==> src/rtl/ppid_pkg.sv <==
// Shared types, constants and register codes of the preset position PID controller.
package ppid_pkg;

    localparam int NumPresets   = 3;
    localparam int GainFracBits = 8;

    localparam int ReqW    = 3;
    localparam int PosW    = 19;
    localparam int GainW   = 16;
    localparam int TgtW    = 16;
    localparam int ErrW    = 20;
    localparam int DerivW  = ErrW + 1;
    localparam int IntegW  = 32;
    localparam int DriveW  = 15;
    localparam int IdxW    = 2;
    localparam int CfgIdxW = 3;

    localparam int PropW = GainW + 1 + ErrW;
    localparam int IntgW = GainW + 1 + IntegW;
    localparam int DervW = GainW + 1 + DerivW;
    localparam int SumW  = IntgW + 1;

    localparam int InDataW  = ((ReqW + PosW + 7) / 8) * 8;
    localparam int OutDataW = ((DriveW + 1 + IdxW + 7) / 8) * 8;

    localparam logic signed [SumW-1:0] DriveMax = SumW'(12000);
    localparam logic signed [SumW-1:0] DriveMin = -SumW'(12000);

    localparam logic [IdxW-1:0] LastIdx = IdxW'(NumPresets - 1);

    localparam logic [GainW-1:0] KpReset    = 16'd512;
    localparam logic [GainW-1:0] KiReset    = 16'd0;
    localparam logic [GainW-1:0] KdReset    = 16'd0;
    localparam logic [TgtW-1:0]  StowReset  = 16'd30000;
    localparam logic [TgtW-1:0]  OneReset   = 16'd26800;
    localparam logic [TgtW-1:0]  TwoReset   = 16'd14000;
    localparam logic [TgtW-1:0]  UntipReset = 16'd6500;
    localparam logic [TgtW-1:0]  TipReset   = 16'd10000;

    typedef enum logic [ReqW-1:0] {
        REQ_NONE  = 3'd0,
        REQ_NEXT  = 3'd1,
        REQ_BACK  = 3'd2,
        REQ_TIP   = 3'd3,
        REQ_UNTIP = 3'd4
    } t_req;

    typedef enum logic [CfgIdxW-1:0] {
        CFG_KP    = 3'd0,
        CFG_KI    = 3'd1,
        CFG_KD    = 3'd2,
        CFG_STOW  = 3'd3,
        CFG_ONE   = 3'd4,
        CFG_TWO   = 3'd5,
        CFG_UNTIP = 3'd6,
        CFG_TIP   = 3'd7
    } t_cfg_idx;

    typedef struct packed {
        logic [TgtW-1:0] stow;
        logic [TgtW-1:0] one;
        logic [TgtW-1:0] two;
        logic [TgtW-1:0] untip;
        logic [TgtW-1:0] tip;
    } t_targets;

    typedef struct packed {
        logic [GainW-1:0] kp;
        logic [GainW-1:0] ki;
        logic [GainW-1:0] kd;
    } t_gains;

    typedef struct packed {
        logic accept;
        logic load1;
        logic load2;
        logic load3;
    } t_pipe_ctl;

endpackage

==> src/rtl/preset_position_pid_top.sv <==
// Top level of the preset position PID controller: handshakes, register file, pipeline.
// Pipeline: an input transfer loads the error and integral stage, which feeds the gain
// products stage and then the clamped sum stage. Throughput: one item per cycle while
// the output is ready; each stage holds its own valid bit, so bubbles are absorbed and
// a stalled output blocks the input only once all three stages are full.
// Reset (i_rst_n low, synchronous) empties the pipeline, reloads the gain and target
// registers to their defaults, index 0, target stow, both toggles set, integral cleared.
module preset_position_pid_top (
    input  logic                                 i_clk,
    input  logic                                 i_rst_n,
    // input stream
    input  logic                                 s_axis_tvalid,
    output logic                                 s_axis_tready,
    // [2:0] req_type, [21:3] position, [23:22] zero
    input  logic [ppid_pkg::InDataW-1:0]         s_axis_tdata,
    // result stream
    output logic                                 m_axis_tvalid,
    input  logic                                 m_axis_tready,
    // [14:0] drive_mv, [15] hold_brake, [17:16] preset_index, [23:18] zero
    output logic [ppid_pkg::OutDataW-1:0]        m_axis_tdata,
    // configuration write channel
    input  logic                                 i_cfg_valid,
    output logic                                 o_cfg_ready,
    input  logic [ppid_pkg::CfgIdxW-1:0]         i_cfg_index,
    input  logic [ppid_pkg::GainW-1:0]           i_cfg_data
);

    ppid_pkg::t_targets  r_targets;
    ppid_pkg::t_gains    r_gains;
    ppid_pkg::t_pipe_ctl ctl;

    logic r_v1, r_v2, r_v3;
    logic rdy1, rdy2, rdy3;

    logic [ppid_pkg::ReqW-1:0]        in_req;
    logic signed [ppid_pkg::PosW-1:0] in_pos;
    logic [ppid_pkg::TgtW-1:0]        new_target;
    logic [ppid_pkg::IdxW-1:0]        new_index;

    logic signed [ppid_pkg::DriveW-1:0] drive_mv;
    logic                               hold_brake;
    logic [ppid_pkg::IdxW-1:0]          preset_index;

    assign in_req = s_axis_tdata[ppid_pkg::ReqW-1:0];
    assign in_pos = $signed(s_axis_tdata[ppid_pkg::ReqW +: ppid_pkg::PosW]);

    // Register file; writes are always taken, codes all map to a register
    assign o_cfg_ready = 1'b1;

    always_ff @(posedge i_clk) begin
        if (!i_rst_n) begin
            r_gains.kp      <= ppid_pkg::KpReset;
            r_gains.ki      <= ppid_pkg::KiReset;
            r_gains.kd      <= ppid_pkg::KdReset;
            r_targets.stow  <= ppid_pkg::StowReset;
            r_targets.one   <= ppid_pkg::OneReset;
            r_targets.two   <= ppid_pkg::TwoReset;
            r_targets.untip <= ppid_pkg::UntipReset;
            r_targets.tip   <= ppid_pkg::TipReset;
        end else if (i_cfg_valid) begin
            case (i_cfg_index)
                ppid_pkg::CFG_KP:    r_gains.kp      <= i_cfg_data;
                ppid_pkg::CFG_KI:    r_gains.ki      <= i_cfg_data;
                ppid_pkg::CFG_KD:    r_gains.kd      <= i_cfg_data;
                ppid_pkg::CFG_STOW:  r_targets.stow  <= i_cfg_data;
                ppid_pkg::CFG_ONE:   r_targets.one   <= i_cfg_data;
                ppid_pkg::CFG_TWO:   r_targets.two   <= i_cfg_data;
                ppid_pkg::CFG_UNTIP: r_targets.untip <= i_cfg_data;
                ppid_pkg::CFG_TIP:   r_targets.tip   <= i_cfg_data;
                default:             r_gains.kp      <= r_gains.kp;
            endcase
        end
    end

    // Pipeline flow: a stage may load when it is empty or its content moves on
    assign rdy3 = !r_v3 || m_axis_tready;
    assign rdy2 = !r_v2 || rdy3;
    assign rdy1 = !r_v1 || rdy2;

    assign s_axis_tready = rdy1;

    assign ctl.accept = s_axis_tvalid && rdy1;
    assign ctl.load1  = rdy1;
    assign ctl.load2  = rdy2;
    assign ctl.load3  = rdy3;

    always_ff @(posedge i_clk) begin
        if (!i_rst_n) begin
            r_v1 <= 1'b0;
            r_v2 <= 1'b0;
            r_v3 <= 1'b0;
        end else begin
            if (rdy1) r_v1 <= s_axis_tvalid;
            if (rdy2) r_v2 <= r_v1;
            if (rdy3) r_v3 <= r_v2;
        end
    end

    // Command decode: step the preset index or flip the toggles as each input transfer requests
    ppid_target u_target (
        .i_clk     (i_clk),
        .i_rst_n   (i_rst_n),
        .i_accept  (ctl.accept),
        .i_req     (in_req),
        .i_targets (r_targets),
        .o_target  (new_target),
        .o_index   (new_index)
    );

    // Control law: error, integral, products, then sum, scale and clamp
    ppid_law u_law (
        .i_clk          (i_clk),
        .i_rst_n        (i_rst_n),
        .i_ctl          (ctl),
        .i_target       (new_target),
        .i_index        (new_index),
        .i_position     (in_pos),
        .i_gains        (r_gains),
        .o_drive_mv     (drive_mv),
        .o_hold_brake   (hold_brake),
        .o_preset_index (preset_index)
    );

    assign m_axis_tvalid = r_v3;
    assign m_axis_tdata  = {{(ppid_pkg::OutDataW - ppid_pkg::DriveW - 1 - ppid_pkg::IdxW){1'b0}},
                            preset_index, hold_brake, drive_mv};

    // Drive never leaves the clamp window
    a_drive_range: assert property (@(posedge i_clk) disable iff (!i_rst_n)
        m_axis_tvalid |-> (drive_mv <= 15'sd12000) && (drive_mv >= -15'sd12000))
        else $error("drive outside clamp window");

    // Brake follows the reported preset index
    a_brake_index: assert property (@(posedge i_clk) disable iff (!i_rst_n)
        m_axis_tvalid |-> (hold_brake == (preset_index != '0)))
        else $error("brake does not match preset index");

    // Reported index stays within the preset list
    a_index_range: assert property (@(posedge i_clk) disable iff (!i_rst_n)
        m_axis_tvalid |-> (preset_index <= ppid_pkg::LastIdx))
        else $error("preset index out of range");

    // Input is refused only when every stage holds an item
    a_full_stall: assert property (@(posedge i_clk) disable iff (!i_rst_n)
        !s_axis_tready |-> (r_v1 && r_v2 && r_v3 && !m_axis_tready))
        else $error("input refused with room in the pipeline");

    // A result is offered once an input that enters an empty, free-running pipe has passed every stage
    a_latency: assert property (@(posedge i_clk) disable iff (!i_rst_n)
        (s_axis_tvalid && s_axis_tready && m_axis_tready && !r_v1 && !r_v2)
        ##1 m_axis_tready ##1 m_axis_tready |=> m_axis_tvalid)
        else $error("result missing after three cycles");

endmodule

==> src/rtl/ppid_target.sv <==
// Preset index, toggle flags and target selection from button events.
module ppid_target (
    input  logic                          i_clk,
    input  logic                          i_rst_n,
    input  logic                          i_accept,
    input  logic [ppid_pkg::ReqW-1:0]     i_req,
    input  ppid_pkg::t_targets            i_targets,
    output logic [ppid_pkg::TgtW-1:0]     o_target,
    output logic [ppid_pkg::IdxW-1:0]     o_index
);

    logic [ppid_pkg::IdxW-1:0] r_index, n_index;
    logic [ppid_pkg::TgtW-1:0] r_target, n_target;
    logic                      r_tip, n_tip;
    logic                      r_untip, n_untip;

    always_comb begin
        n_index  = r_index;
        n_target = r_target;
        n_tip    = r_tip;
        n_untip  = r_untip;
        case (i_req)
            ppid_pkg::REQ_NEXT, ppid_pkg::REQ_BACK: begin
                if (i_req == ppid_pkg::REQ_NEXT) begin
                    n_index = (r_index >= ppid_pkg::LastIdx) ? '0 : r_index + 1'b1;
                end else begin
                    n_index = (r_index == '0) ? ppid_pkg::LastIdx : r_index - 1'b1;
                end
                if (n_index == '0) begin
                    n_target = i_targets.stow;
                end else if (n_index == ppid_pkg::IdxW'(1)) begin
                    n_target = i_targets.one;
                end else begin
                    n_target = i_targets.two;
                end
                n_tip   = 1'b1;
                n_untip = 1'b1;
            end
            ppid_pkg::REQ_TIP: begin
                n_tip    = ~r_tip;
                n_untip  = 1'b1;
                n_target = r_tip ? i_targets.tip : i_targets.stow;
            end
            ppid_pkg::REQ_UNTIP: begin
                n_untip  = ~r_untip;
                n_tip    = 1'b1;
                n_target = r_untip ? i_targets.untip : i_targets.stow;
            end
            default: begin
                n_index = r_index;
            end
        endcase
    end

    always_ff @(posedge i_clk) begin
        if (!i_rst_n) begin
            r_index  <= '0;
            r_target <= ppid_pkg::StowReset;
            r_tip    <= 1'b1;
            r_untip  <= 1'b1;
        end else if (i_accept) begin
            r_index  <= n_index;
            r_target <= n_target;
            r_tip    <= n_tip;
            r_untip  <= n_untip;
        end
    end

    assign o_target = n_target;
    assign o_index  = n_index;

endmodule

==> src/rtl/ppid_law.sv <==
// PID law: error and integral stage, gain products stage, sum and clamp stage.
module ppid_law (
    input  logic                              i_clk,
    input  logic                              i_rst_n,
    input  ppid_pkg::t_pipe_ctl               i_ctl,
    input  logic [ppid_pkg::TgtW-1:0]         i_target,
    input  logic [ppid_pkg::IdxW-1:0]         i_index,
    input  logic signed [ppid_pkg::PosW-1:0]  i_position,
    input  ppid_pkg::t_gains                  i_gains,
    output logic signed [ppid_pkg::DriveW-1:0] o_drive_mv,
    output logic                              o_hold_brake,
    output logic [ppid_pkg::IdxW-1:0]         o_preset_index
);

    logic signed [ppid_pkg::IntegW-1:0] r_integ;
    logic signed [ppid_pkg::ErrW-1:0]   r_last_err;

    logic signed [ppid_pkg::ErrW-1:0]     n_err;
    logic signed [ppid_pkg::IntegW:0]     n_integ_wide;
    logic signed [ppid_pkg::IntegW-1:0]   n_integ;
    logic signed [ppid_pkg::DerivW-1:0]   n_deriv;

    // stage 1
    logic signed [ppid_pkg::ErrW-1:0]   r_s1_err;
    logic signed [ppid_pkg::IntegW-1:0] r_s1_integ;
    logic signed [ppid_pkg::DerivW-1:0] r_s1_deriv;
    logic [ppid_pkg::IdxW-1:0]          r_s1_index;

    // stage 2
    logic signed [ppid_pkg::PropW-1:0] r_s2_prop;
    logic signed [ppid_pkg::IntgW-1:0] r_s2_intg;
    logic signed [ppid_pkg::DervW-1:0] r_s2_derv;
    logic [ppid_pkg::IdxW-1:0]         r_s2_index;

    logic signed [ppid_pkg::SumW-1:0] n_sum;
    logic signed [ppid_pkg::SumW-1:0] n_scaled;
    logic signed [ppid_pkg::DriveW-1:0] n_drive;

    // stage 3
    logic signed [ppid_pkg::DriveW-1:0] r_drive;
    logic [ppid_pkg::IdxW-1:0]          r_s3_index;

    always_comb begin
        n_err = $signed({4'b0000, i_target})
              - $signed({{(ppid_pkg::ErrW - ppid_pkg::PosW){i_position[ppid_pkg::PosW-1]}},
                         i_position});
        n_integ_wide = $signed({r_integ[ppid_pkg::IntegW-1], r_integ})
                     + $signed({{(ppid_pkg::IntegW + 1 - ppid_pkg::ErrW){n_err[ppid_pkg::ErrW-1]}},
                                n_err});
        // saturate when the two top bits disagree
        if (n_integ_wide[ppid_pkg::IntegW] != n_integ_wide[ppid_pkg::IntegW-1]) begin
            n_integ = n_integ_wide[ppid_pkg::IntegW]
                    ? {1'b1, {(ppid_pkg::IntegW-1){1'b0}}}
                    : {1'b0, {(ppid_pkg::IntegW-1){1'b1}}};
        end else begin
            n_integ = n_integ_wide[ppid_pkg::IntegW-1:0];
        end
        n_deriv = $signed({n_err[ppid_pkg::ErrW-1], n_err})
                - $signed({r_last_err[ppid_pkg::ErrW-1], r_last_err});
    end

    always_ff @(posedge i_clk) begin
        if (!i_rst_n) begin
            r_integ    <= '0;
            r_last_err <= '0;
        end else if (i_ctl.accept) begin
            r_integ    <= n_integ;
            r_last_err <= n_err;
        end
    end

    always_ff @(posedge i_clk) begin
        if (i_ctl.load1) begin
            r_s1_err   <= n_err;
            r_s1_integ <= n_integ;
            r_s1_deriv <= n_deriv;
            r_s1_index <= i_index;
        end
    end

    always_ff @(posedge i_clk) begin
        if (i_ctl.load2) begin
            r_s2_prop  <= ppid_pkg::PropW'($signed({1'b0, i_gains.kp}))
                        * ppid_pkg::PropW'(r_s1_err);
            r_s2_intg  <= ppid_pkg::IntgW'($signed({1'b0, i_gains.ki}))
                        * ppid_pkg::IntgW'(r_s1_integ);
            r_s2_derv  <= ppid_pkg::DervW'($signed({1'b0, i_gains.kd}))
                        * ppid_pkg::DervW'(r_s1_deriv);
            r_s2_index <= r_s1_index;
        end
    end

    always_comb begin
        n_sum = ppid_pkg::SumW'(r_s2_prop) + ppid_pkg::SumW'(r_s2_intg)
              + ppid_pkg::SumW'(r_s2_derv);
        n_scaled = n_sum >>> ppid_pkg::GainFracBits;
        if (n_scaled > ppid_pkg::DriveMax) begin
            n_drive = ppid_pkg::DriveW'(ppid_pkg::DriveMax);
        end else if (n_scaled < ppid_pkg::DriveMin) begin
            n_drive = ppid_pkg::DriveW'(ppid_pkg::DriveMin);
        end else begin
            n_drive = n_scaled[ppid_pkg::DriveW-1:0];
        end
    end

    always_ff @(posedge i_clk) begin
        if (i_ctl.load3) begin
            r_drive    <= n_drive;
            r_s3_index <= r_s2_index;
        end
    end

    assign o_drive_mv     = r_drive;
    assign o_hold_brake   = (r_s3_index != '0);
    assign o_preset_index = r_s3_index;

endmodule
==> config.mk <==
export PLATFORM = sky130hd
export DESIGN_NAME = preset_position_pid_top
export DESIGN_NICKNAME = d
export VERILOG_FILES = /design/src/rtl/ppid_pkg.sv /design/src/rtl/preset_position_pid_top.sv /design/src/rtl/ppid_target.sv /design/src/rtl/ppid_law.sv
export SDC_FILE = /design/constraint.sdc
export NUM_CORES = 2
export LEC_CHECK = 0
export BUFFER_PORTS_ARGS = -buffer_cell sky130_fd_sc_hd__buf_4
export CELL_PAD_IN_SITES_DETAIL_PLACEMENT = 0
export CELL_PAD_IN_SITES_GLOBAL_PLACEMENT = 1
export CORE_ASPECT_RATIO = 0.9
export CORE_MARGIN = 3
export CORE_UTILIZATION = 35
export CTS_CLUSTER_DIAMETER = 150
export DETAILED_ROUTE_END_ITERATION = 16
export PLACE_DENSITY = 0.6
export SLEW_MARGIN = 10
export SYNTH_ARGS = -nofsm -noshare
export SYNTH_HDL_FRONTEND = slang
export SYNTH_HIERARCHICAL = 1
export SYNTH_SLANG_ARGS = --single-unit
==> constraint.sdc <==
create_clock -name i_clk -period 7.2 [get_ports i_clk]
set_input_delay 0.36 -clock i_clk [delete_from_list [all_inputs] [get_ports i_clk]]
set_output_delay 0.36 -clock i_clk [all_outputs]
set_load 0.05 [all_outputs]
# Word level (Yosys, flattened, before mapping)
# Cells that the tools add are included.
[word_totals]
word_cells = 98
output_inout_bits = 27
ff_bits = 421
input_bits = 48
[classes]
order_cmp = 3
n_reduce_logical = 27
n_eq_ne = 13
n_bitwise = 2
n_mux = 15
multipliers = 3
n_addsub = 7
[op_table]
columns = ["operator", "count"]
rows = [
  ["16-bit 2-to-1 mux", 4],
  ["32-bit 2-to-1 mux", 2],
  ["37-bit by 49-bit adder with 50-bit output", 1],
  ["50-bit by 38-bit adder with 50-bit output", 1],
  ["17-bit by 32-bit multiplier with 49-bit output", 1],
  ["16-bit case mux with 3 select lines", 1],
  ["42-bit by 15-bit > comparator with 1-bit output, second input constant", 1],
  ["42-bit by 15-bit less-than comparator with 1-bit output, second input constant", 1],
  ["17-bit by 21-bit multiplier with 38-bit output", 1],
  ["17-bit by 20-bit multiplier with 37-bit output", 1],
  ["32-bit by 20-bit adder with 33-bit output", 1],
  ["20-bit by 20-bit subtractor with 21-bit output", 1],
  ["2-bit AND reduction", 10],
  ["17-bit by 19-bit subtractor with 20-bit output", 1],
  ["3-bit == test, second input constant", 5],
  ["15-bit 2-to-1 mux", 1],
  ["3-bit by 2-bit == test with 1-bit output, second input constant", 4],
  ["2-bit 2-to-1 mux", 5],
  ["3-bit by 1-bit == test with 1-bit output, second input constant", 2],
  ["2-bit nonzero test", 3],
  ["3-bit OR reduction", 2],
  ["2-bit zero test", 2],
  ["1-bit case mux with 2 select lines", 2],
  ["2-bit OR reduction", 2],
  ["other kinds (10)", 15],
]

# Longest topological paths before layout
[logic_depth]
depth_word = 12
mapped_depth = 37
depth_no_buf = 34

# Hierarchy
# Netlist, hierarchy kept.
[modules_own_cells]
columns = ["module", "cells_each", "instances", "seq_area_each_um2", "area_each_um2"]
rows = [
  ["ppid_law", 6298, 1, 7587.3, 58481.1],
  ["preset_position_pid_top", 482, 1, 2622.5, 5011.1],
  ["ppid_target", 308, 1, 400.4, 2466.1],
]

# Worst setup path after synthesis
# No wires, ideal clock.
[synth_timing]
kind = "register -> register"
from = "register u_target/r_index[0] (netlist name)"
to = "register u_law/r_s1_integ[13] (netlist name), data pin"
stages_incl_launch_ff = 38
slack_ps = -384
t_arrival_ps = 7445
n_path_buf = 4
setup_ps = 139
required_time_ps = 7061
period_less_slack_ps = 7584
path_cell_list = "dfxtp_1 > inv_1 > ha_1 > clkbuf_1 > buf_2 > mux2i_1 > mux2i_1 > a2111oi_2 > nor2_1 > inv_1 > ha_1 > inv_1 > fa_1 > a21o_1 > a21oi_1 > o21bai_1 > a21oi_1 > nor2b_1 > [2 not listed] > o41a_1 > a2111oi_0 > nor4_1 > xnor2_1 > ha_1 > clkbuf_1 > a21o_1 > a21o_1 > a21oi_1 > o21ai_0 > a221oi_1 > nor3b_1 > o21ai_0 > nor2_1 > and2_1 > clkbuf_1 > nor2_1 > nor2_1"
[synth_between]
elab_chain_cells = 12
elab_cells_between_ends = 18
classes_between = "4 x add/sub; 1 x order compare; 2 x eq/ne; 9 x mux; 2 x reduce/logical"
[synth_rtl]
columns = ["item", "line_no", "rtl"]
rows = [
  ["from (decl)", "ppid_target.sv:12", "logic [ppid_pkg::IdxW-1:0] r_index, n_index;"],
  ["from (signal assigned)", "ppid_target.sv:62", "r_index <= n_index;"],
  ["2-bit by 1-bit subtractor with 2-bit output (tied with other cells)", "ppid_target.sv:27", "n_index = (r_index == '0) ? ppid_pkg::LastIdx : r_index - 1'b1;"],
  ["2-bit 2-to-1 mux, on equally long branches", "ppid_target.sv:27, ppid_target.sv:25", ""],
  ["2-bit 2-to-1 mux (*)", "ppid_target.sv:24", "if (i_req == ppid_pkg::REQ_NEXT) begin"],
  ["2-bit 2-to-1 mux (*)", "ppid_target.sv:22", "case (i_req)"],
  ["2-bit by 1-bit == test with 1-bit output", "ppid_target.sv:31", "end else if (n_index == ppid_pkg::IdxW'(1)) begin"],
  ["16-bit 2-to-1 mux", "ppid_target.sv:31", ""],
  ["16-bit 2-to-1 mux (*)", "ppid_target.sv:29", "if (n_index == '0) begin"],
  ["16-bit case mux with 3 select lines (*)", "ppid_target.sv:22", ""],
  ["via new_target (one bit)", "preset_position_pid_top.sv:37", "logic [ppid_pkg::TgtW-1:0] new_target;"],
  ["17-bit by 19-bit subtractor with 20-bit output (*)", "ppid_law.sv:45", "- $signed({{(ppid_pkg::ErrW - ppid_pkg::PosW){i_position[ppid_pkg::PosW-1]}},"],
  ["via u_law.n_err (one bit)", "ppid_law.sv:18", "logic signed [ppid_pkg::ErrW-1:0] n_err;"],
  ["32-bit by 20-bit adder with 33-bit output (*)", "ppid_law.sv:48", "+ $signed({{(ppid_pkg::IntegW + 1 - ppid_pkg::ErrW){n_err[ppid_pkg::ErrW-1]}},"],
  ["32-bit 2-to-1 mux or 1-bit != test (tied branches)", "ppid_law.sv:53, ppid_law.sv:51", ""],
  ["32-bit 2-to-1 mux (*)", "ppid_law.sv:51", "if (n_integ_wide[ppid_pkg::IntegW] != n_integ_wide[ppid_pkg::IntegW-1]) begin"],
  ["via u_law.n_integ (one bit)", "ppid_law.sv:20", "logic signed [ppid_pkg::IntegW-1:0] n_integ;"],
  ["to (signal assigned)", "ppid_law.sv:75", "r_s1_integ <= n_integ;"],
  ["to (decl)", "ppid_law.sv:25", "logic signed [ppid_pkg::IntegW-1:0] r_s1_integ;"],
]
# The timed path passes the listed nets; every way through them passes the cells marked *. The select of a mux whose other input is x is not followed.
# A chain may end at the register's enable or synchronous reset.

# Worst setup path after layout
[layout_timing]
from = "register u_law/r_s1_deriv[15] (netlist name)"
to = "register u_law/r_s2_derv[37] (netlist name), data pin"
[layout_between]
elab_chain_cells = 1
[layout_rtl]
columns = ["item", "line_no", "rtl"]
rows = [
  ["from (decl)", "ppid_law.sv:26", "logic signed [ppid_pkg::DerivW-1:0] r_s1_deriv;"],
  ["from (signal assigned)", "ppid_law.sv:76", "r_s1_deriv <= n_deriv;"],
  ["17-bit by 21-bit multiplier with 38-bit output", "ppid_law.sv:88", "* ppid_pkg::DervW'(r_s1_deriv);"],
  ["to (signal assigned)", "ppid_law.sv:87", "r_s2_derv <= ppid_pkg::DervW'($signed({1'b0, i_gains.kd}))"],
  ["to (decl)", "ppid_law.sv:32", "logic signed [ppid_pkg::DervW-1:0] r_s2_derv;"],
]
# Every way passes these cells.

==> flow_metrics.py <==
metrics = {
    "final_layout": {
        "fin_nets": 9051,
        "final_util_pct": 40.0,
        "final_cell_mix": "1501 x inv_1, 1196 x fa_1, 928 x nand2_1",
        "regArea_um2": 10600,
        "area_growth_pct": 13.1,
        "drive_above_1_share_pct": 9.74,
        "fillers": 18900,
        "multiInputGateArea_um2": 48700,
        "final_cells": 9936,
        "layout_commonest_cell": "inv_1",
    },
    "clocking": {
        "cts_tree": "yes",
        "numCtsBuffers": 53,
        "cts.sinks": 421,
        "clock_latency_ns": 0.69,
        "cts_root_buffer": "clkbuf_16",
        "clock_path_buffers": 3,
        "htreeDepth": 2,
        "cts.reportedPaths.clkPinSlew_ns": 0.06,
    },
    "routing": {
        "dr.pass1.iters": 6,
        "dr.first_iter.drc_count": 2554,
        "ant_nets": 0,
        "drcViolationCount": 0,
        "routed_via_density": 4.83,
        "finalWirelength_mm": 187,
        "dr_total_vias": 48000,
        "wl_per_cell_um": 18.9,
    },
    "power_and_ir_drop": {
        "power_w": 0.0197,
        "vdd_drop_max_mv": 0.286,
        "power.density_nw_per_um2": 264,
        "leakage_nw": 37.6,
    },
    "placed_design": {
        "preCtsSetupSlack_ns": -0.241,
        "portBuffers": 65,
        "dp_cells": 9781,
        "gp_congestion": 0.848,
        "dp_hpwl_mm": 155,
    },
    "critical_path": {
        "cp-end-kind": "register",
        "cp.required_ns": 7.60,
        "worstSetupStartpointType": "register",
        "crit_type": "register to register",
        "critical_path_arrival_ns": 7.34,
        "worstPathMaxFanout": 12,
    },
    "timing": {
        "fin_crit_ns": 6.94,
        "setup_viol_count_final": 0,
        "finalClockSkew_ns": 0.0777,
        "finalCritPeriodShare_pct": 96.3,
        "rsz0062_at_grt": "true",
        "fin_ws_ns": 0.265,
        "timing.hold.ws_ns": 0.0686,
        "clock.fmax_mhz": 144,
        "slew_headroom_pct": 19.3,
        "tightest_slew_ns": 1.21,
        "hold_violations": 0,
        "drv_slew": 0,
    },
    "logic_synthesis": {
        "synth_area_leaders": "fa_1 36%, edfxtp_1 9.9%, inv_1 8.6%",
        "synth_seq_cells": 421,
        "netlist_instances": 7088,
        "yosysUniqueCellTypes": 97,
        "synthesis.area_um2": 66000,
        "synth_edf_count": 218,
        "synth_top_cell_area_share_pct": 36.3,
        "syn_avg_cell_area_um2": 9.31,
        "synth_top_cell_by_area": "fa_1",
        "ys.flop_type": "edfxtp_1",
        "async_flop_share_pct": 0,
        "yosysSeqAreaShare_pct": 16.1,
        "yosysWarningCount": 6,
    },
    "grt": {
        "antenna_found_initial": 16,
        "grt_pass1_vias": 51400,
        "grt_max_degree": 92,
        "grt-ovfl-total": 0,
        "track_usage_pct": 19.7,
        "grt_pass1_wl_mm": 299,
    },
    "floorplanning": {
        "dieArea_um2": 194000,
        "core_um2": 187000,
        "die_x_um": 464,
        "initial_core_util_pct": 35.4,
        "placementRows": 150,
        "ios": 75,
        "die_h_um": 418,
    },
    "job": {
        "cap_viol_max_count": 0,
    },
    "outcome": {
        "status": "finished, final reports clean",
    },
    "worst_hold_path": {
        "hp-class": "input port to register",
    },
}
## area by class of cell
class | count | area share, %
antenna | 2 | 0.00671
inverter | 1505 | 7.58
clock buffer | 64 | 2.02
clock inverter | 34 | 0.513
timing repair buffer | 541 | 6.12
tap | 2508 | 4.21
multi-input combinational | 4861 | 65.3
sequential | 421 | 14.2
## per-stage QoR
stage	TNS (ns)	area [um^2]
2_1_floorplan	-0.292	66000
3_3_place_gp	-3.83	72000
3_5_place_dp	-5.78	72000
4_1_cts	0	74100
5_1_grt	-0.0710	74600
6_report	0	74600
## worst max-delay path, cell delays in order, from the launching register on
cell and delay (ns):
edfxtp_1 0.58, buf_4 0.28, and2_1 0.19, fa_1 0.53
inv_1 0.05, fa_1 0.46, fa_1 0.53, inv_1 0.06
fa_1 0.49, fa_1 0.49, inv_1 0.05, fa_1 0.47
inv_1 0.04, ha_1 0.37, nand4_1 0.20, or2_2 0.34
o211ai_1 0.32, nand2_1 0.15, o21ai_0 0.36, o41ai_2 0.14
o2111ai_1 0.31, o31ai_1 0.12, xnor2_1 0.13
## cell usage after synthesis, drive strengths merged, types with 115 or more instances
cell / number
inv: 1504
fa: 1196
nand2: 928
and2: 518
ha: 424
clkbuf: 262
mux2i: 225
edfxtp: 218
nor2: 214
a21oi: 212
dfxtp: 203
o21ai: 153
xnor2: 143
a21o: 115
## registers in the layout, summed over array words and instances, names as in the netlist, 20 cells and up
signal            cells
u_law/r_s1_deriv     21
r_gains              48
u_law/r_integ        32
r_targets            80
u_law/r_s2_prop      37
u_law/r_s1_integ     32
u_law/r_s2_intg      49
u_law/r_s2_derv      38
u_law/r_last_err     20
u_law/r_s1_err       20
## logic make-up (layout without fill, tap and decap cells)
group | after synthesis | in the layout | synth area share [%]
multiplexers | 227 | 227 | 3.45
buffers and inverters | 1811 | 2144 | 10.5
other | 2 | 9 | 0.0114
XOR/XNOR | 207 | 207 | 2.76
AND/OR/NAND/NOR | 2031 | 2031 | 15.0
flip-flops | 421 | 421 | 16.1
AO/OA/AOI/OAI | 754 | 754 | 7.61
adder cells (fa/ha/maj) | 1635 | 1635 | 44.6
## per-layer routing
metal,wire length (um),GRT usage [%]
met1,89600,28.0
met2,86700,32.5
met3,7630,2.53
met4,3500,3.61
met5,13,0
## report_power, final
part           switching, W  internal, W  leakage [nW]
Sequential         0.000758      0.00340          4.11
Clock               0.00122      0.00169         0.920
Combinational       0.00766      0.00493          32.6
Total               0.00964       0.0100          37.6
## timing repair
item	in CTS	in global routing
setup endpoints to repair	62	78
hold buffers	16	0
buffers inserted	1	38
endpoints found under the hold margin	33	0
pin swaps	1	28
gates resized for setup	11	60
## final timing paths
| check | end | depth (start not counted) | from | slack [ns] |
|---|---|---|---|---|
| worst max-delay path | u_law/r_s2_derv[37] | 22 | u_law/r_s1_deriv[15] | 0.26 |
| worst min-delay path | r_targets[9] | 3 | i_cfg_data[9] | 0.07 |
| worst max register to register | u_law/r_s2_derv[37] | 22 | u_law/r_s1_deriv[15] | 0.26 |
| worst min register to register | u_law/o_preset_index[1] | 0 | u_law/r_s2_index[1] | 0.42 |
(Power assumes the default switching activity.)
